## src/sv/emacv_pkg.sv

```systemverilog
// Shared types, constants and arithmetic helpers of the covariance tracker.
`default_nettype none

package emacv_pkg;

   // Geometry and widths.
   localparam int NUM_FEATURES = 4;
   localparam int IDX_W        = 2;
   localparam int DATA_W       = 32;
   localparam int OPD_W        = 33;
   localparam int PROD_W       = 66;
   localparam int STD_W        = 24;
   localparam int SQRT_IN_W    = 48;
   localparam int DIV_W        = 56;
   localparam int CSR_IDX_W    = 2;
   localparam int CSR_DATA_W   = 16;
   localparam int CNT_W        = 8;

   // Register indexes of the control port.
   localparam logic [CSR_IDX_W-1:0] CSR_LEARNING_RATE    = 2'd0;
   localparam logic [CSR_IDX_W-1:0] CSR_INVERSE_INTERVAL = 2'd1;
   localparam logic [CSR_IDX_W-1:0] CSR_VARIANCE_FLOOR   = 2'd2;

   // Reset values.
   localparam logic [15:0]      LR_RESET       = 16'd655;
   localparam logic [CNT_W-1:0] INTERVAL_RESET = 8'd20;
   localparam logic [15:0]      FLOOR_RESET    = 16'd1;
   localparam logic [STD_W-1:0] STD_RESET      = 24'd256;

   // Result status codes.
   typedef enum logic [1:0] {
      STAT_UPDATED   = 2'd0,
      STAT_SKIPPED   = 2'd1,
      STAT_NOT_READY = 2'd2,
      STAT_LOADED    = 2'd3
   } status_type;

   // Sequencer states.
   typedef enum logic [4:0] {
      ST_IDLE,
      ST_LD_SQ,
      ST_LD_WR,
      ST_M_MUL,
      ST_M_WR,
      ST_V_SQ,
      ST_V_SQW,
      ST_V_MUL,
      ST_V_WR,
      ST_SQRT,
      ST_SQRT_W,
      ST_DIV,
      ST_DIV_W,
      ST_C_ZZ,
      ST_C_ZZW,
      ST_C_MUL,
      ST_C_WR,
      ST_COUNT,
      ST_EMIT
   } state_type;

   // Divide by 2^s, rounding half away from zero.
   function automatic logic signed [PROD_W-1:0] rnd_shr(
      input logic signed [PROD_W-1:0] v,
      input logic [4:0]                s
   );
      logic                    neg;
      logic [PROD_W-1:0]       mag;
      logic [PROD_W-1:0]       r;
      neg = v[PROD_W-1];
      mag = neg ? PROD_W'(-v) : PROD_W'(v);
      r   = (mag + (PROD_W'(1) << (s - 5'd1))) >> s;
      return neg ? -$signed(r) : $signed(r);
   endfunction

   // Saturate to 32 bits signed.
   function automatic logic signed [DATA_W-1:0] sat32(
      input logic signed [PROD_W-1:0] v
   );
      logic signed [PROD_W-1:0] hi;
      logic signed [PROD_W-1:0] lo;
      hi = PROD_W'(64'sd2147483647);
      lo = PROD_W'(-64'sd2147483648);
      if (v > hi) begin
         return 32'sh7FFFFFFF;
      end else if (v < lo) begin
         return 32'sh80000000;
      end
      return v[DATA_W-1:0];
   endfunction

endpackage

`default_nettype wire

```

## src/sv/emacv_mul.sv

```systemverilog
// Shared registered 33 by 33 signed multiplier.
`default_nettype none

module emacv_mul (
   input  wire logic                                 clock,
   input  wire logic signed [emacv_pkg::OPD_W-1:0]   op_a,
   input  wire logic signed [emacv_pkg::OPD_W-1:0]   op_b,
   output logic signed [emacv_pkg::PROD_W-1:0]       prod
);

   logic signed [emacv_pkg::PROD_W-1:0] prod_ff;
   logic signed [emacv_pkg::PROD_W-1:0] prod_in;

   // Full-width product of the two operands.
   assign prod_in = emacv_pkg::PROD_W'(op_a) * emacv_pkg::PROD_W'(op_b);

   always_ff @(posedge clock) begin
      prod_ff <= prod_in;
   end

   assign prod = prod_ff;

endmodule

`default_nettype wire

```

## config.mk

```make
export PLATFORM = sky130hd
export DESIGN_NAME = emacv_mul
export DESIGN_NICKNAME = d
export VERILOG_FILES = /design/src/sv/emacv_pkg.sv /design/src/sv/emacv_mul.sv
export SDC_FILE = /design/constraint.sdc
export NUM_CORES = 2
export LEC_CHECK = 0
export BUFFER_PORTS_ARGS = -buffer_cell sky130_fd_sc_hd__buf_2
export CAP_MARGIN = 20
export CELL_PAD_IN_SITES_DETAIL_PLACEMENT = 1
export CELL_PAD_IN_SITES_GLOBAL_PLACEMENT = 1
export CORE_MARGIN = 2
export CORE_UTILIZATION = 52
export CTS_BUF_LIST = sky130_fd_sc_hd__clkbuf_2
export CTS_CLUSTER_SIZE = 25
export DETAILED_ROUTE_END_ITERATION = 16
export GPL_TIMING_DRIVEN = 0
export PLACE_DENSITY_LB_ADDON = 0.1
export SLEW_MARGIN = 10
export SYNTH_ARGS = -nofsm -noshare
export SYNTH_HDL_FRONTEND = slang
export SYNTH_SLANG_ARGS = --single-unit
export TNS_END_PERCENT = 20
```

## constraint.sdc

```tcl
create_clock -name clock -period 11.5 [get_ports clock]
set_clock_uncertainty 0.1 [all_clocks]
set_input_delay 2.3 -clock clock [delete_from_list [all_inputs] [get_ports clock]]
set_output_delay 2.3 -clock clock [all_outputs]
set_load 0.05 [all_outputs]
```

==> results.txt <==
Clock Sinks - 66
Max Fclk - 93.0 MHz
Setup crit start kind - input port
Setup Buffers After CTS - 0
Grt total ovfl - 0
Detailed Routing Iterations Pass 1 - 7
Unrepaired setup endpoints after global routing - no
TritonCTS clock tree - yes
Worst hold margin - 1.74 ns
Count leader, synth - fa_1
Multi-input logic area - 34,000 um2
Io pins - 133
Yosys reg bits - 66
Core region area - 77,200 um2
Clock Path Buffers - 2
Post-Route WL - 156,000 um
Synth cell types - 61
Max Used Layer - met5
Inst Count DP - 5,474
Hold_sp - op_a[0]
Finished Cell Area - 42,600 um2
Synth top area cells - fa_1 (57%), inv_1 (11%), and2_1 (8.7%)
Area after DPL - 42,300 um2
Max_slew headroom - 0.178
Prevailing post-synth register cell - dfxtp_1
Post-route insts no fill - 5,510
Largest net degree at the start of global routing - 27
Mapped Avg Cell Area - 9.38 um2
Vias in the first global route - 34,100
Fillers - 9,021
Outcome - complete, no violations
Layout cells sized above 1 - 0.0391
WP data required - 12.19 ns
Final Max Slew Viols - 0
Cts repair resizes - 0
Overall routing resource usage - 0.410
Nets - 5,876
Slowest-stage cell, CP - fa_1
Port Buffer Count - 132
Root buf cell - clkbuf_2
Routed length on met3 - 13,800 um
Most frequent CP cell - fa_1
Max reg flops - 66
Final TNS setup - 0 ns
Antenna Violating Nets Remaining - 0
Synth area leader - fa_1
WHS Endpoint - prod[0]
Post-synth ARST share - 0
Mapped Cells - 4,302
CP max FO - 17
CTS Buf Count - 9
Storage element area - 1320 um2
Worst Path Arrival - 11.44 ns
Antenna violations before repair - 27
Mapped Nets - 5,731
M1 wire length - 57,300 um
Die area - 79,900 um2
Residual DRC - 0
Vias - 31,000
Die Ht - 283 um
Vias per cell - 5.62
Kind of critical path - input port to flip-flop
Detailed Place HPWL - 138,000 um
CP Cell Sequence - buf_2 -> clkbuf_1 -> nand2_1 -> inv_1 -> fa_1 -> fa_1 -> fa_1 -> fa_1 -> fa_1 -> fa_1 -> fa_1 -> inv_1 -> fa_1 -> inv_1 -> ha_1 -> a21o_1 -> a211o_1 -> or2_2 -> a2111oi_2 -> nor2_1 -> a21oi_1 -> xnor2_1
Yosys top cell area share - 0.568
Final min period - 10.75 ns
Row Count - 102
Count of final hold-check violations - 0
WL per Instance - 28.3 um
Number of synthesized flops with an enable pin - 0
Period Utilization, post-route - 0.935
Mapped cell area - 40,400 um2
Worst slew pin tran - 1.23 ns
Die Width - 283 um
Critical Path Sink Type - flip-flop
H-tree lvl count - 3
Max-cap violations - 0
Final Wtd Congestion - 1.04
Hold crit path type - input port to flip-flop
Drt initial violations - 2,191
Register area share after synthesis - 0.0327
Setup Viol. Count Final - 0
Met2 Wirelength - 72,500 um
Hold-fix buffers, CTS - 0
YS warnings - 0
Synth top cells by count - fa_1 (1,145), inv_1 (1,133), and2_1 (562)
CTS clk-pin slew, worst paths - 0.28 ns
First-pass GRT wire length - 230,000 um
Hold Path Cell Cnt - 2
Synth-to-layout area growth - 5.48%
Initial Utilization - 0.523
Max stage delay on crit path - 1.26 ns
## worst max path at each step
stage	startpoint	end	slack, ns
2_1_floorplan	op_a[32]	prod[65]	1.88
4_1_cts	op_a[32]	prod[64]	0.73
5_1_grt	op_a[32]	prod[59]	0.45
3_3_place_gp	op_a[32]	prod[64]	-0.13
6_report	op_a[32]	prod[64]	0.75
3_5_place_dp	op_a[32]	prod[64]	-0.13
## worst max-delay path: cells and delay by family
kind / cells / cell delay, ns
AOI/OAI and AO/OA: 4 / 1.50
and+or+nand+nor: 3 / 0.77
xor gates and xnor gates: 1 / 0.15
adders and majority gates: 9 / 5.54
buffers and inverters: 5 / 1.17
## final cells by class
cell class / count / area share
inverters: 1133 / 0.0999
flip-flops and latches: 66 / 0.0310
clock inverters: 7 / 0.00306
plain buffers: 221 / 0.0197
multi-input cells: 2882 / 0.797
clock buffers: 9 / 0.00106
well taps: 1040 / 0.0306
repair buffers: 134 / 0.0162
diodes: 18 / 0.00106
## routing by layer
metal / global-route usage / vias up
li1: - / 12500
met1: 0.511 / 16600
met2: 0.647 / 1406
met3: 0.0976 / 472
met4: 0.260 / 12
met5: 0 / -
## logic make-up (layout without fill, tap and decap cells)
| group | count (synthesis) | count (layout) | synth area share |
|---|---|---|---|
| flip-flops | 66 | 66 | 0.0327 |
| other | 0 | 18 | 0 |
| AND/OR/NAND/NOR | 1228 | 1228 | 0.154 |
| AO/OA/AOI/OAI | 217 | 217 | 0.0360 |
| XOR/XNOR | 75 | 75 | 0.0163 |
| buffers and inverters | 1354 | 1504 | 0.126 |
| adder cells (fa/ha/maj) | 1362 | 1362 | 0.635 |
## cells in the final DEF (no fill, tap or decap), types with 18 or more instances in the layout
cell type	netlist	routed
a21o_1	28	28
a21oi_1	73	73
and2_1	562	562
buf_2	0	132
clkbuf_1	220	220
dfxtp_1	66	66
diode_2	0	18
fa_1	1145	1145
ha_1	217	217
inv_1	1133	1133
nand2_1	543	543
nand3_1	18	18
nor2_1	47	47
o21ai_0	37	37
xnor2_1	55	55
xor2_1	20	20
## per-stage QoR
step / utilization / worst slack [ns]
final: 0.551 / 0.745
after global routing: 0.551 / 0.453
after CTS: 0.550 / 0.733
after detailed placement: 0.548 / -0.128
after global placement: 0.548 / -0.133
after floorplan: - / 1.88
Power is left out: the tool's default activity adds up to more than one toggle a clock period on the data nets, which glitch-free logic cannot reach.
