## config.mk

```make
export PLATFORM = sky130hd
export DESIGN_NAME = emacv_sqrt
export DESIGN_NICKNAME = d
export VERILOG_FILES = /design/src/sv/emacv_pkg.sv /design/src/sv/emacv_sqrt.sv
export SDC_FILE = /design/constraint.sdc
export NUM_CORES = 1
export LEC_CHECK = 0
export BUFFER_PORTS_ARGS = -buffer_cell sky130_fd_sc_hd__buf_2
export CAP_MARGIN = 25
export CORE_MARGIN = 2
export CORE_UTILIZATION = 63
export DETAILED_ROUTE_END_ITERATION = 6
export GPL_ROUTABILITY_DRIVEN = 1
export PLACE_DENSITY_LB_ADDON = 0.1
export SKIP_LAST_GASP = 1
export SLEW_MARGIN = 40
export SYNTH_ARGS = -nofsm -noshare
export SYNTH_HDL_FRONTEND = slang
export SYNTH_SLANG_ARGS = --single-unit
```

## constraint.sdc

```tcl
create_clock -name clock -period 4.4 [get_ports clock]
set_input_delay 1.1 -clock clock [delete_from_list [all_inputs] [get_ports clock]]
set_output_delay 1.1 -clock clock [all_outputs]
set_load 0.01 [all_outputs]
```

## src/sv/emacv_pkg.sv

```systemverilog
// Shared types, constants and arithmetic helpers of the covariance tracker.
`default_nettype none

package emacv_pkg;

   // Geometry and widths.
   localparam int NUM_FEATURES = 4;
   localparam int IDX_W        = 2;
   localparam int DATA_W       = 32;
   localparam int OPD_W        = 33;
   localparam int PROD_W       = 66;
   localparam int STD_W        = 24;
   localparam int SQRT_IN_W    = 48;
   localparam int DIV_W        = 56;
   localparam int CSR_IDX_W    = 2;
   localparam int CSR_DATA_W   = 16;
   localparam int CNT_W        = 8;

   // Register indexes of the control port.
   localparam logic [CSR_IDX_W-1:0] CSR_LEARNING_RATE    = 2'd0;
   localparam logic [CSR_IDX_W-1:0] CSR_INVERSE_INTERVAL = 2'd1;
   localparam logic [CSR_IDX_W-1:0] CSR_VARIANCE_FLOOR   = 2'd2;

   // Reset values.
   localparam logic [15:0]      LR_RESET       = 16'd655;
   localparam logic [CNT_W-1:0] INTERVAL_RESET = 8'd20;
   localparam logic [15:0]      FLOOR_RESET    = 16'd1;
   localparam logic [STD_W-1:0] STD_RESET      = 24'd256;

   // Result status codes.
   typedef enum logic [1:0] {
      STAT_UPDATED   = 2'd0,
      STAT_SKIPPED   = 2'd1,
      STAT_NOT_READY = 2'd2,
      STAT_LOADED    = 2'd3
   } status_type;

   // Sequencer states.
   typedef enum logic [4:0] {
      ST_IDLE,
      ST_LD_SQ,
      ST_LD_WR,
      ST_M_MUL,
      ST_M_WR,
      ST_V_SQ,
      ST_V_SQW,
      ST_V_MUL,
      ST_V_WR,
      ST_SQRT,
      ST_SQRT_W,
      ST_DIV,
      ST_DIV_W,
      ST_C_ZZ,
      ST_C_ZZW,
      ST_C_MUL,
      ST_C_WR,
      ST_COUNT,
      ST_EMIT
   } state_type;

   // Divide by 2^s, rounding half away from zero.
   function automatic logic signed [PROD_W-1:0] rnd_shr(
      input logic signed [PROD_W-1:0] v,
      input logic [4:0]                s
   );
      logic                    neg;
      logic [PROD_W-1:0]       mag;
      logic [PROD_W-1:0]       r;
      neg = v[PROD_W-1];
      mag = neg ? PROD_W'(-v) : PROD_W'(v);
      r   = (mag + (PROD_W'(1) << (s - 5'd1))) >> s;
      return neg ? -$signed(r) : $signed(r);
   endfunction

   // Saturate to 32 bits signed.
   function automatic logic signed [DATA_W-1:0] sat32(
      input logic signed [PROD_W-1:0] v
   );
      logic signed [PROD_W-1:0] hi;
      logic signed [PROD_W-1:0] lo;
      hi = PROD_W'(64'sd2147483647);
      lo = PROD_W'(-64'sd2147483648);
      if (v > hi) begin
         return 32'sh7FFFFFFF;
      end else if (v < lo) begin
         return 32'sh80000000;
      end
      return v[DATA_W-1:0];
   endfunction

endpackage

`default_nettype wire

```

## src/sv/emacv_sqrt.sv

```systemverilog
// Bit-serial integer square root, one result bit per cycle.
`default_nettype none

module emacv_sqrt (
   input  wire logic                                  clock,
   input  wire logic                                  reset,
   input  wire logic                                  start,
   input  wire logic [emacv_pkg::SQRT_IN_W-1:0]       radicand,
   output logic                                       done,
   output logic [emacv_pkg::STD_W-1:0]                root
);

   logic                                busy_ff, busy_in;
   logic                                done_ff, done_in;
   logic [4:0]                          cnt_ff, cnt_in;
   logic [emacv_pkg::SQRT_IN_W-1:0]     x_ff, x_in;
   logic [emacv_pkg::STD_W:0]           rem_ff, rem_in;
   logic [emacv_pkg::STD_W-1:0]         root_ff, root_in;
   logic [emacv_pkg::STD_W+2:0]         rem_try;
   logic [emacv_pkg::STD_W+2:0]         trial;
   logic [emacv_pkg::STD_W+2:0]         rem_sub;

   // One digit step: bring down two bits and try to subtract 4*root+1.
   always_comb begin
      rem_try = {rem_ff, x_ff[emacv_pkg::SQRT_IN_W-1 -: 2]};
      trial   = {1'b0, root_ff, 2'b01};
      rem_sub = rem_try - trial;
      busy_in = busy_ff;
      done_in = done_ff;
      cnt_in  = cnt_ff;
      x_in    = x_ff;
      rem_in  = rem_ff;
      root_in = root_ff;
      if (start) begin
         busy_in = 1'b1;
         done_in = 1'b0;
         cnt_in  = 5'(emacv_pkg::STD_W - 1);
         x_in    = radicand;
         rem_in  = '0;
         root_in = '0;
      end else if (busy_ff) begin
         x_in = {x_ff[emacv_pkg::SQRT_IN_W-3:0], 2'b00};
         if (rem_try >= trial) begin
            rem_in  = rem_sub[emacv_pkg::STD_W:0];
            root_in = {root_ff[emacv_pkg::STD_W-2:0], 1'b1};
         end else begin
            rem_in  = rem_try[emacv_pkg::STD_W:0];
            root_in = {root_ff[emacv_pkg::STD_W-2:0], 1'b0};
         end
         cnt_in = cnt_ff - 5'd1;
         if (cnt_ff == 5'd0) begin
            busy_in = 1'b0;
            done_in = 1'b1;
         end
      end
   end

   // Control state.
   always_ff @(posedge clock) begin
      if (reset) begin
         busy_ff <= 1'b0;
         done_ff <= 1'b0;
      end else begin
         busy_ff <= busy_in;
         done_ff <= done_in;
      end
   end

   // Working registers.
   always_ff @(posedge clock) begin
      cnt_ff  <= cnt_in;
      x_ff    <= x_in;
      rem_ff  <= rem_in;
      root_ff <= root_in;
   end

   assign done = done_ff;
   assign root = root_ff;

   // Once finished, the unit stays idle until the next start.
   assert property (@(posedge clock) disable iff (reset) done_ff |-> !busy_ff)
      else $error("square root finished while still busy");

endmodule

`default_nettype wire

```

==> metrics.log, run 1 <==
INFO  metric outcome = complete, no violations
INFO  metric synth_area_leader_cell = sky130_fd_sc_hd__edfxtp_1
INFO  metric timing.critical_path.to_type = flop
INFO  metric buffer_ports.inserted = 75
INFO  metric vdd_ir_drop_max = 0.294 mV
INFO  metric area_of_the_core = 8760 µm²
INFO  metric syn_to_layout_area_delta = 10.8%
INFO  metric clk_transition_reported_paths = 110 ps
INFO  metric timing.reg2reg.setup_slack = 1060 ps
INFO  metric synthCells = 572
INFO  metric crit_slowest_cell = sky130_fd_sc_hd__nor3_4
INFO  metric worst_hold_path_cells = 2
INFO  metric util_after_layout = 72.6%
INFO  metric drtIter0Drc = 219
INFO  metric drv_cap = 0
INFO  metric clk_latency = 380 ps
INFO  metric worst_slew_pin_slew = 657 ps
INFO  metric yosys_register_bits = 104
INFO  metric crit_chain = inv_1 > ha_1 > a21oi_1 > nor2_1 > nor4_1 > a22oi_4 > nor3_4 > buf_4 > nand2_1 > a311oi_1
INFO  metric seqPwrFrac = 34.9%
INFO  metric detailedRoute.firstPassIterationCount = 5
INFO  metric cp_data_arrival_time = 3630 ps
INFO  metric cellPowerDensity = 546 nW/µm²
INFO  metric fill_cells = 668
INFO  metric unrepaired_setup_endpoints_after_global_routing = false
INFO  metric grt_pass1_wl = 19300 µm
INFO  metric antenna_cells_inserted = 0
INFO  metric floorplan.die_area = 9890 µm²
INFO  metric final_cycle_utilization_of_the_critical_path = 75.8%
INFO  metric detail_route.drc_violations = 0
INFO  metric vias = 4421
INFO  metric setup_tns = 0 ps
INFO  metric hold_path_class = reg -> reg
INFO  metric grtUsageMet1 = 30.2%
INFO  metric synth_top_cells_by_area = sky130_fd_sc_hd__edfxtp_1, sky130_fd_sc_hd__dfxtp_1, sky130_fd_sc_hd__mux2_2
INFO  metric p_leak = 2.63 nW
INFO  metric global_route_total_overflow = 0
INFO  metric detailed_place_hpwl = 8050 µm
INFO  metric cts_made_buffers = 9
INFO  metric cts-root-to-sink-buffers = 2
INFO  metric comb_pwr_share = 48.0%
INFO  metric crit_type = reg -> reg
INFO  metric routed_wire_length_per_instance = 15.3 µm
INFO  metric initial_antenna_violation_count = 0
INFO  metric sw_share = 41.6%
INFO  metric final-max-slew-violation-count = 0
INFO  metric met3_usage = 6.39%
INFO  metric worstPathBufferInverterCount = 2
INFO  metric route.antenna.remaining_nets = 0
INFO  metric syn-num-nets = 651
INFO  metric max_clock_freq = 0.300 GHz
INFO  metric min_clock_period_post_route = 3340 ps
INFO  metric clock-sinks = 104
INFO  metric cts.root.buffer_cell = sky130_fd_sc_hd__clkbuf_8
INFO  metric wirelength = 11500 µm
INFO  metric grt_usage = 24.1%
INFO  metric synthDominantCellAreaShare = 25.1%
INFO  metric min-delay-start = rem_ff[23]
INFO  metric vias_per_cell = 5.92
INFO  metric postCtsSetupBuffers = 0
INFO  metric postSynthAreaPerCell = 10.0 µm²
INFO  metric synth_top_flop_cell = sky130_fd_sc_hd__dfxtp_1
INFO  metric gp_routability_congestion = 0.883
INFO  metric global_route.usage.met2 = 39.3%
INFO  metric first_global_vias = 4304
INFO  metric clock_network_power_share = 17.1%
INFO  metric timing.max_slew.rel_slack = 56.1%
INFO  metric grt_max_degree = 56
INFO  metric tritoncts = built
INFO  metric cts_hold_buf = 0
INFO  metric reg2regPathDepth = 10
INFO  metric post_cts.resized_instances = 0
INFO  metric ys_seq_area_share = 44.6%
INFO  metric htree_num_levels = 3
INFO  metric cp_launch_type = flop
INFO  metric multi_input_area = 2920 µm²
INFO  metric final_nets = 713
INFO  metric required = 4690 ps
INFO  metric grt.busiest_layer = met2
INFO  metric rr_endpoint = rem_ff[21]
INFO  metric distinct_cell_type_count_of_the_synthesized_netlist = 62
INFO  metric power.switching = 1.44 mW
INFO  metric asyncSetResetFlopFracSynth = 0%
INFO  metric placement_row_count = 34
INFO  metric critical_path_peak_fanout = 15
INFO  metric fin_skew = 12.4 ps
INFO  metric ys.warnings.count = 0
INFO  metric chipWidth = 99.5 µm
INFO  metric worstReg2RegStart = root[18]
INFO  metric cp_max_stage_delay = 610 ps
INFO  metric chipHeight = 99.5 µm
INFO  metric i_o_pins = 76
INFO  metric synth_edf_count = 48
INFO  metric finalHoldViolCount = 0
INFO  metric internal-power = 2.03 mW
INFO  metric effective_utilization_at_floorplan = 65.5%
INFO  metric cell_family_with_most_cp_delay = simple AND/OR/NAND/NOR gates
INFO  metric seq_area = 2560 µm²
INFO  metric hold_end = rem_ff[23]
INFO  metric syn-cell-area = 5740 µm²
INFO  metric post_route_cells_drive_above_1_share = 23.8%
INFO  metric finalSetupViolations = 0
worst register-to-register path: stages (launching register included):
cell and delay [ps]:
sky130_fd_sc_hd__dfxtp_1 390, sky130_fd_sc_hd__inv_1 60, sky130_fd_sc_hd__ha_1 400, sky130_fd_sc_hd__a21oi_1 340, sky130_fd_sc_hd__nor2_1 80, sky130_fd_sc_hd__nor4_1 510, sky130_fd_sc_hd__a22oi_4 190, sky130_fd_sc_hd__nor3_4 610
sky130_fd_sc_hd__buf_4 320, sky130_fd_sc_hd__nand2_1 90, sky130_fd_sc_hd__a311oi_1 270
worst max path at each step:
stage               cells after the start     start          to  slack [ps]
global route                           10  root[18]   rem_ff[1]         790
detailed placement                      9  root[18]  rem_ff[24]        1110
finish                                 10  root[18]  rem_ff[21]        1060
CTS                                    10  root[18]   rem_ff[1]        1040
floorplan                               4     start     x_ff[0]        1340
global placement                       10  root[18]  rem_ff[21]        1160
power by group through the flow:
stage	combinational, mW	clock, mW	sequential (mW)
3_3_place_gp	1.61	0	1.23
3_5_place_dp	1.64	0	1.23
6_report	1.67	0.593	1.21
4_1_cts	1.66	0.608	1.21
5_1_grt	1.86	0.633	1.22
2_1_floorplan	1.35	0	1.20
synthesized netlist by cell type, types with 6 or more instances:
library cell,instances
sky130_fd_sc_hd__inv_1,39
sky130_fd_sc_hd__nor2_1,64
sky130_fd_sc_hd__or3_1,10
sky130_fd_sc_hd__edfxtp_1,48
sky130_fd_sc_hd__ha_1,28
sky130_fd_sc_hd__a21o_1,9
sky130_fd_sc_hd__clkbuf_1,17
sky130_fd_sc_hd__nand2_1,46
sky130_fd_sc_hd__mux2_2,46
sky130_fd_sc_hd__a311oi_1,17
sky130_fd_sc_hd__a31oi_1,6
sky130_fd_sc_hd__mux2i_1,27
sky130_fd_sc_hd__nand2b_1,9
sky130_fd_sc_hd__dfxtp_1,56
sky130_fd_sc_hd__xnor2_1,9
sky130_fd_sc_hd__nand4_1,6
sky130_fd_sc_hd__a21oi_1,28
sky130_fd_sc_hd__nand3_1,7
sky130_fd_sc_hd__o21ai_0,14
placed cells by master, fill, tap and decap left out, types with 9 or more instances in the layout:
cell type,count
sky130_fd_sc_hd__dfxtp_1,55
sky130_fd_sc_hd__nor2_1,64
sky130_fd_sc_hd__a311oi_1,17
sky130_fd_sc_hd__ha_1,28
sky130_fd_sc_hd__xnor2_1,9
sky130_fd_sc_hd__nand2b_1,9
sky130_fd_sc_hd__a21o_1,9
sky130_fd_sc_hd__clkbuf_8,9
sky130_fd_sc_hd__mux2_2,46
sky130_fd_sc_hd__inv_1,38
sky130_fd_sc_hd__buf_2,74
sky130_fd_sc_hd__nand2_1,46
sky130_fd_sc_hd__or3_1,10
sky130_fd_sc_hd__o21ai_0,14
sky130_fd_sc_hd__mux2i_1,27
sky130_fd_sc_hd__a21oi_1,28
sky130_fd_sc_hd__edfxtp_1,48
stage by stage:
stage | worst slack, ps | total power, mW | cell area [µm²] | std cells | hold slack (ps)
floorplan | 1340 | 2.56 | 5740 | 572 | 429
global placement | 1160 | 2.84 | 6160 | 731 | 446
detailed placement | 1110 | 2.87 | 6160 | 731 | 452
CTS | 1040 | 3.47 | 6350 | 747 | 478
global route | 788 | 3.72 | 6360 | 747 | 499
finish | 1060 | 3.47 | 6360 | 747 | 481
routing by layer:
| layer | up-vias | routed length, µm |
|---|---|---|
| met2 | 100 | 5560 |
| met4 | 0 | 225 |
| li1 | 2207 | - |
| met1 | 2092 | 5110 |
| met3 | 22 | 554 |
| met5 | - | 0 |
state kept, by name, summed over array words and instances, names as in the netlist:
| name | cells |
|---|---|
| busy_ff | 1 |
| cnt_ff | 5 |
| done | 1 |
| rem_ff | 25 |
| root | 24 |
| x_ff | 48 |
area by class of cell:
cell class / instances / share of cell area [%]
clock buffers: 9 / 1.95
clock inverters: 7 / 1.06
inverters: 39 / 2.34
multi-input cells: 402 / 45.9
flip-flops and latches: 104 / 40.3
well taps: 108 / 2.12
repair buffers: 78 / 6.30
logic make-up (layout without fill, tap and decap cells):
family,count (synthesis),in the layout,share of synthesized area [%]
xor+xnor,13,13,1.98
compound gates,120,120,15.1
mux,73,73,13.7
fa+ha+maj,28,28,6.10
simple gates,168,168,13.9
flops,104,104,44.6
buf+inv,66,133,4.58
Power figures use the tool's default switching activity.
==> run 2, diff against run 1 <==
--- a/config.mk
+++ b/config.mk
@@ -8,7 +8,7 @@
 export BUFFER_PORTS_ARGS = -buffer_cell sky130_fd_sc_hd__buf_2
 export CAP_MARGIN = 25
 export CORE_MARGIN = 2
-export CORE_UTILIZATION = 63
+export CORE_UTILIZATION = 53
 export DETAILED_ROUTE_END_ITERATION = 6
 export GPL_ROUTABILITY_DRIVEN = 1
 export PLACE_DENSITY_LB_ADDON = 0.1
==> constraint.sdc (replaced) <==
create_clock -name clock -period 2.79 [get_ports clock]
set_input_delay 0.6975 -clock clock [delete_from_list [all_inputs] [get_ports clock]]
set_output_delay 0.6975 -clock clock [all_outputs]
set_load 0.01 [all_outputs]
==> run 2 against run 1 <==
Combinational power up 94%. Clock-buffer cell count up 1. Utilization down 6.8 points. Maximum frequency up 23%. Total power up 76%. Worst hold slack worse by 21 ps. Clock power up 63%. Via count up 4.6%.
==> metrics.log, run 2 (synthesized netlist as in run 1, its figures left out) <==
INFO  metric global_route_total_overflow = 0 (unchanged)
INFO  metric seqPwrFrac = 31.2% (-3.7 points)
INFO  metric clk_transition_reported_paths = 100 ps (about the same)
INFO  metric worst_slew_pin_slew = 636 ps (-20.7 ps)
INFO  metric drtIter0Drc = 265 (+21%)
INFO  metric power.switching = 2.42 mW (+68%)
INFO  metric final_area = 6850 µm² (+7.7%)
INFO  metric route.antenna.remaining_nets = 0 (unchanged)
INFO  metric routed_wire_length_per_instance = 15.2 µm (-0.55%)
INFO  metric comb_pwr_share = 53.0% (+5.0 points)
INFO  metric clock_network_power_share = 15.8% (-1.3 points)
INFO  metric detail_route.drc_violations = 0 (unchanged)
INFO  metric tritoncts = built
INFO  metric cts-root-to-sink-buffers = 2 (unchanged)
INFO  metric area_of_the_core = 10400 µm² (+19%)
INFO  metric vdd_ir_drop_max = 0.546 mV (+86%)
INFO  metric global_route.usage.met2 = 38.1% (-1.3 points)
INFO  metric placement_row_count = 37 (+8.8%)
INFO  metric grt_max_degree = 78 (+39%)
INFO  metric vias_per_cell = 5.62 (-5.0%)
INFO  metric finalSetupViolations = 0 (unchanged)
INFO  metric fill_cells = 885 (+32%)
INFO  metric htree_num_levels = 3 (unchanged)
INFO  metric initial_antenna_violation_count = 0 (unchanged)
INFO  metric hold_end = busy_ff
INFO  metric timing.max_slew.rel_slack = 57.1% (+1.1 points)
INFO  metric chipHeight = 108 µm (+8.7%)
INFO  metric max_clock_freq = 0.369 GHz (+23%)
INFO  metric largest-register = x_ff
INFO  metric largest_register_ffs = 48 (unchanged)
INFO  metric worstReg2RegStart = root[2]
INFO  metric chipWidth = 108 µm (+8.7%)
INFO  metric wirelength = 12500 µm (+9.4%)
INFO  metric placed_instance_area = 6560 µm² (+6.5%)
INFO  metric cp_data_arrival_time = 2960 ps (-670 ps)
INFO  metric clk_latency = 390 ps (about the same)
INFO  metric worst_hold_path_cells = 2 (unchanged)
INFO  metric min-delay-start = reset
INFO  metric placement.setup.worst_slack = 47.5 ps (-1060 ps)
INFO  metric fin_skew = 13.4 ps (+1.02 ps)
INFO  metric rr_endpoint = rem_ff[21]
INFO  metric clock-sinks = 104 (unchanged)
INFO  metric timing.reg2reg.setup_slack = 80 ps (-980 ps)
INFO  metric min_clock_period_post_route = 2710 ps (-629 ps)
INFO  metric final_cycle_utilization_of_the_critical_path = 97.0% (+21 points)
INFO  metric layout_common_cells = sky130_fd_sc_hd__buf_2, sky130_fd_sc_hd__nor2_1, sky130_fd_sc_hd__dfxtp_1
INFO  metric reg2regPathDepth = 10 (unchanged)
INFO  metric timing.critical_path.to_type = flop
INFO  metric detailedRoute.firstPassIterationCount = 4 (-1)
INFO  metric crit_type = reg -> reg
INFO  metric drv_cap = 0 (unchanged)
INFO  metric cp_launch_type = flop
INFO  metric grt_usage = 22.4% (-1.7 points)
INFO  metric syn_to_layout_area_delta = 19.3%
INFO  metric gp_routability_congestion = 0.919 (+4.1%)
INFO  metric fin_ws = 82.5 ps (-981 ps)
INFO  metric critical_path_peak_fanout = 4 (-11)
INFO  metric cts.root.buffer_cell = sky130_fd_sc_hd__clkbuf_8
INFO  metric finalHoldViolCount = 0 (unchanged)
INFO  metric layout_commonest_cell = sky130_fd_sc_hd__buf_2
INFO  metric cts_hold_buf = 0 (unchanged)
INFO  metric effective_utilization_at_floorplan = 55.1% (-10 points)
INFO  metric grt.busiest_layer = met2
INFO  metric cts_made_buffers = 9 (unchanged)
INFO  metric floorplan.die_area = 11700 µm² (+18%)
INFO  metric detailed_place_hpwl = 8900 µm (+11%)
INFO  metric hold_path_class = in -> reg
INFO  metric i_o_pins = 76 (unchanged)
INFO  metric p_leak = 2.87 nW (+9.3%)
INFO  metric vias = 4623 (+4.6%)
INFO  metric final-max-slew-violation-count = 0 (unchanged)
INFO  metric outcome = complete, no violations
INFO  metric grt_pass1_wl = 20700 µm (+7.5%)
INFO  metric antenna_cells_inserted = 0 (unchanged)
INFO  metric grtUsageMet1 = 27.3% (-2.9 points)
INFO  metric required = 3040 ps (-1650 ps)
INFO  metric final_nets = 760 (+6.6%)
INFO  metric buffer_ports.inserted = 75 (unchanged)
INFO  metric cellPowerDensity = 893 nW/µm² (+64%)
INFO  metric met3_usage = 6.27% (-0.13 points)
INFO  metric post_route_cells_drive_above_1_share = 30.8% (+7.0 points)
INFO  metric first_global_vias = 4609 (+7.1%)
INFO  metric internal-power = 3.70 mW (+82%)
INFO  metric sw_share = 39.6% (-2.1 points)
==> run 2: changes by cell type in the layout (fill, tap and decap cells not counted), moves of 2 or more <==
cell	change
sky130_fd_sc_hd__inv_6	-3
sky130_fd_sc_hd__ha_1	-3
sky130_fd_sc_hd__ha_4	+3
sky130_fd_sc_hd__buf_4	+46
sky130_fd_sc_hd__dfxtp_1	-2
sky130_fd_sc_hd__a311oi_2	+2
sky130_fd_sc_hd__dfxtp_2	+2
sky130_fd_sc_hd__a311oi_1	-2
==> run 2: worst max-delay path: stages, from the launching register on <==
cell and delay [ps]:
sky130_fd_sc_hd__dfxtp_1 340, sky130_fd_sc_hd__inv_1 40, sky130_fd_sc_hd__ha_1 320, sky130_fd_sc_hd__buf_4 170, sky130_fd_sc_hd__a21o_1 190, sky130_fd_sc_hd__a2111oi_4 360, sky130_fd_sc_hd__or3_1 230, sky130_fd_sc_hd__a21oi_1 130
sky130_fd_sc_hd__o21ai_0 320, sky130_fd_sc_hd__mux2i_1 340, sky130_fd_sc_hd__a311oi_2 140
==> run 2: final cells by class <==
type	count	area [µm²]	area share, %
clock buffers	10	128	1.86
clock inverters	6	68.8	1.00
inverters	39	146	2.14
multi-input cells	402	3000	43.9
flip-flops and latches	104	2570	37.5
well taps	136	170	2.48
repair buffers	125	766	11.2
==> run 2: power groups by stage <==
stage	clock network [mW]	logic (mW)	registers, mW
after detailed placement	0	3.07	1.94
after floorplan	0	2.13	1.90
after global routing	1.06	3.59	1.93
after CTS	1.01	3.09	1.90
after global placement	0	3.02	1.93
final	0.965	3.24	1.91
==> run 2: repair_timing <==
action / in CTS / in global routing
resized for setup: 0 / 18
setup endpoints to repair: 0 / 21
buffers inserted: 0 / 0
==> run 2: how the worst max path moves through the flow <==
| stage | cells after the start | slack (ps) | from | end |
|---|---|---|---|---|
| floorplan | 9 | 80 | root[5] | rem_ff[15] |
| global placement | 10 | 60 | root[3] | rem_ff[18] |
| detailed placement | 10 | 50 | root[6] | rem_ff[18] |
| CTS | 10 | 20 | root[3] | rem_ff[18] |
| global route | 10 | -70 | root[8] | rem_ff[21] |
| finish | 10 | 80 | root[2] | rem_ff[21] |
==> run 2: per-stage QoR <==
| stage | power [mW] | util [%] | hold slack (ps) | TNS [ps] | std cells |
|---|---|---|---|---|---|
| after floorplan | 4.03 | - | 429 | 0 | 572 |
| after global placement | 4.95 | 63.0 | 454 | 0 | 806 |
| after detailed placement | 5.01 | 63.0 | 458 | 0 | 806 |
| after CTS | 6.00 | 64.9 | 439 | 0 | 822 |
| after global routing | 6.57 | 65.8 | 435 | -69.1 | 822 |
| final | 6.12 | 65.8 | 460 | 0 | 822 |
==> run 2: per-layer routing <==
layer	vias up	share of wire [%]
li1	2293	-
met1	2205	44
met2	109	49
met3	16	5.1
met4	0	1.5
met5	-	0
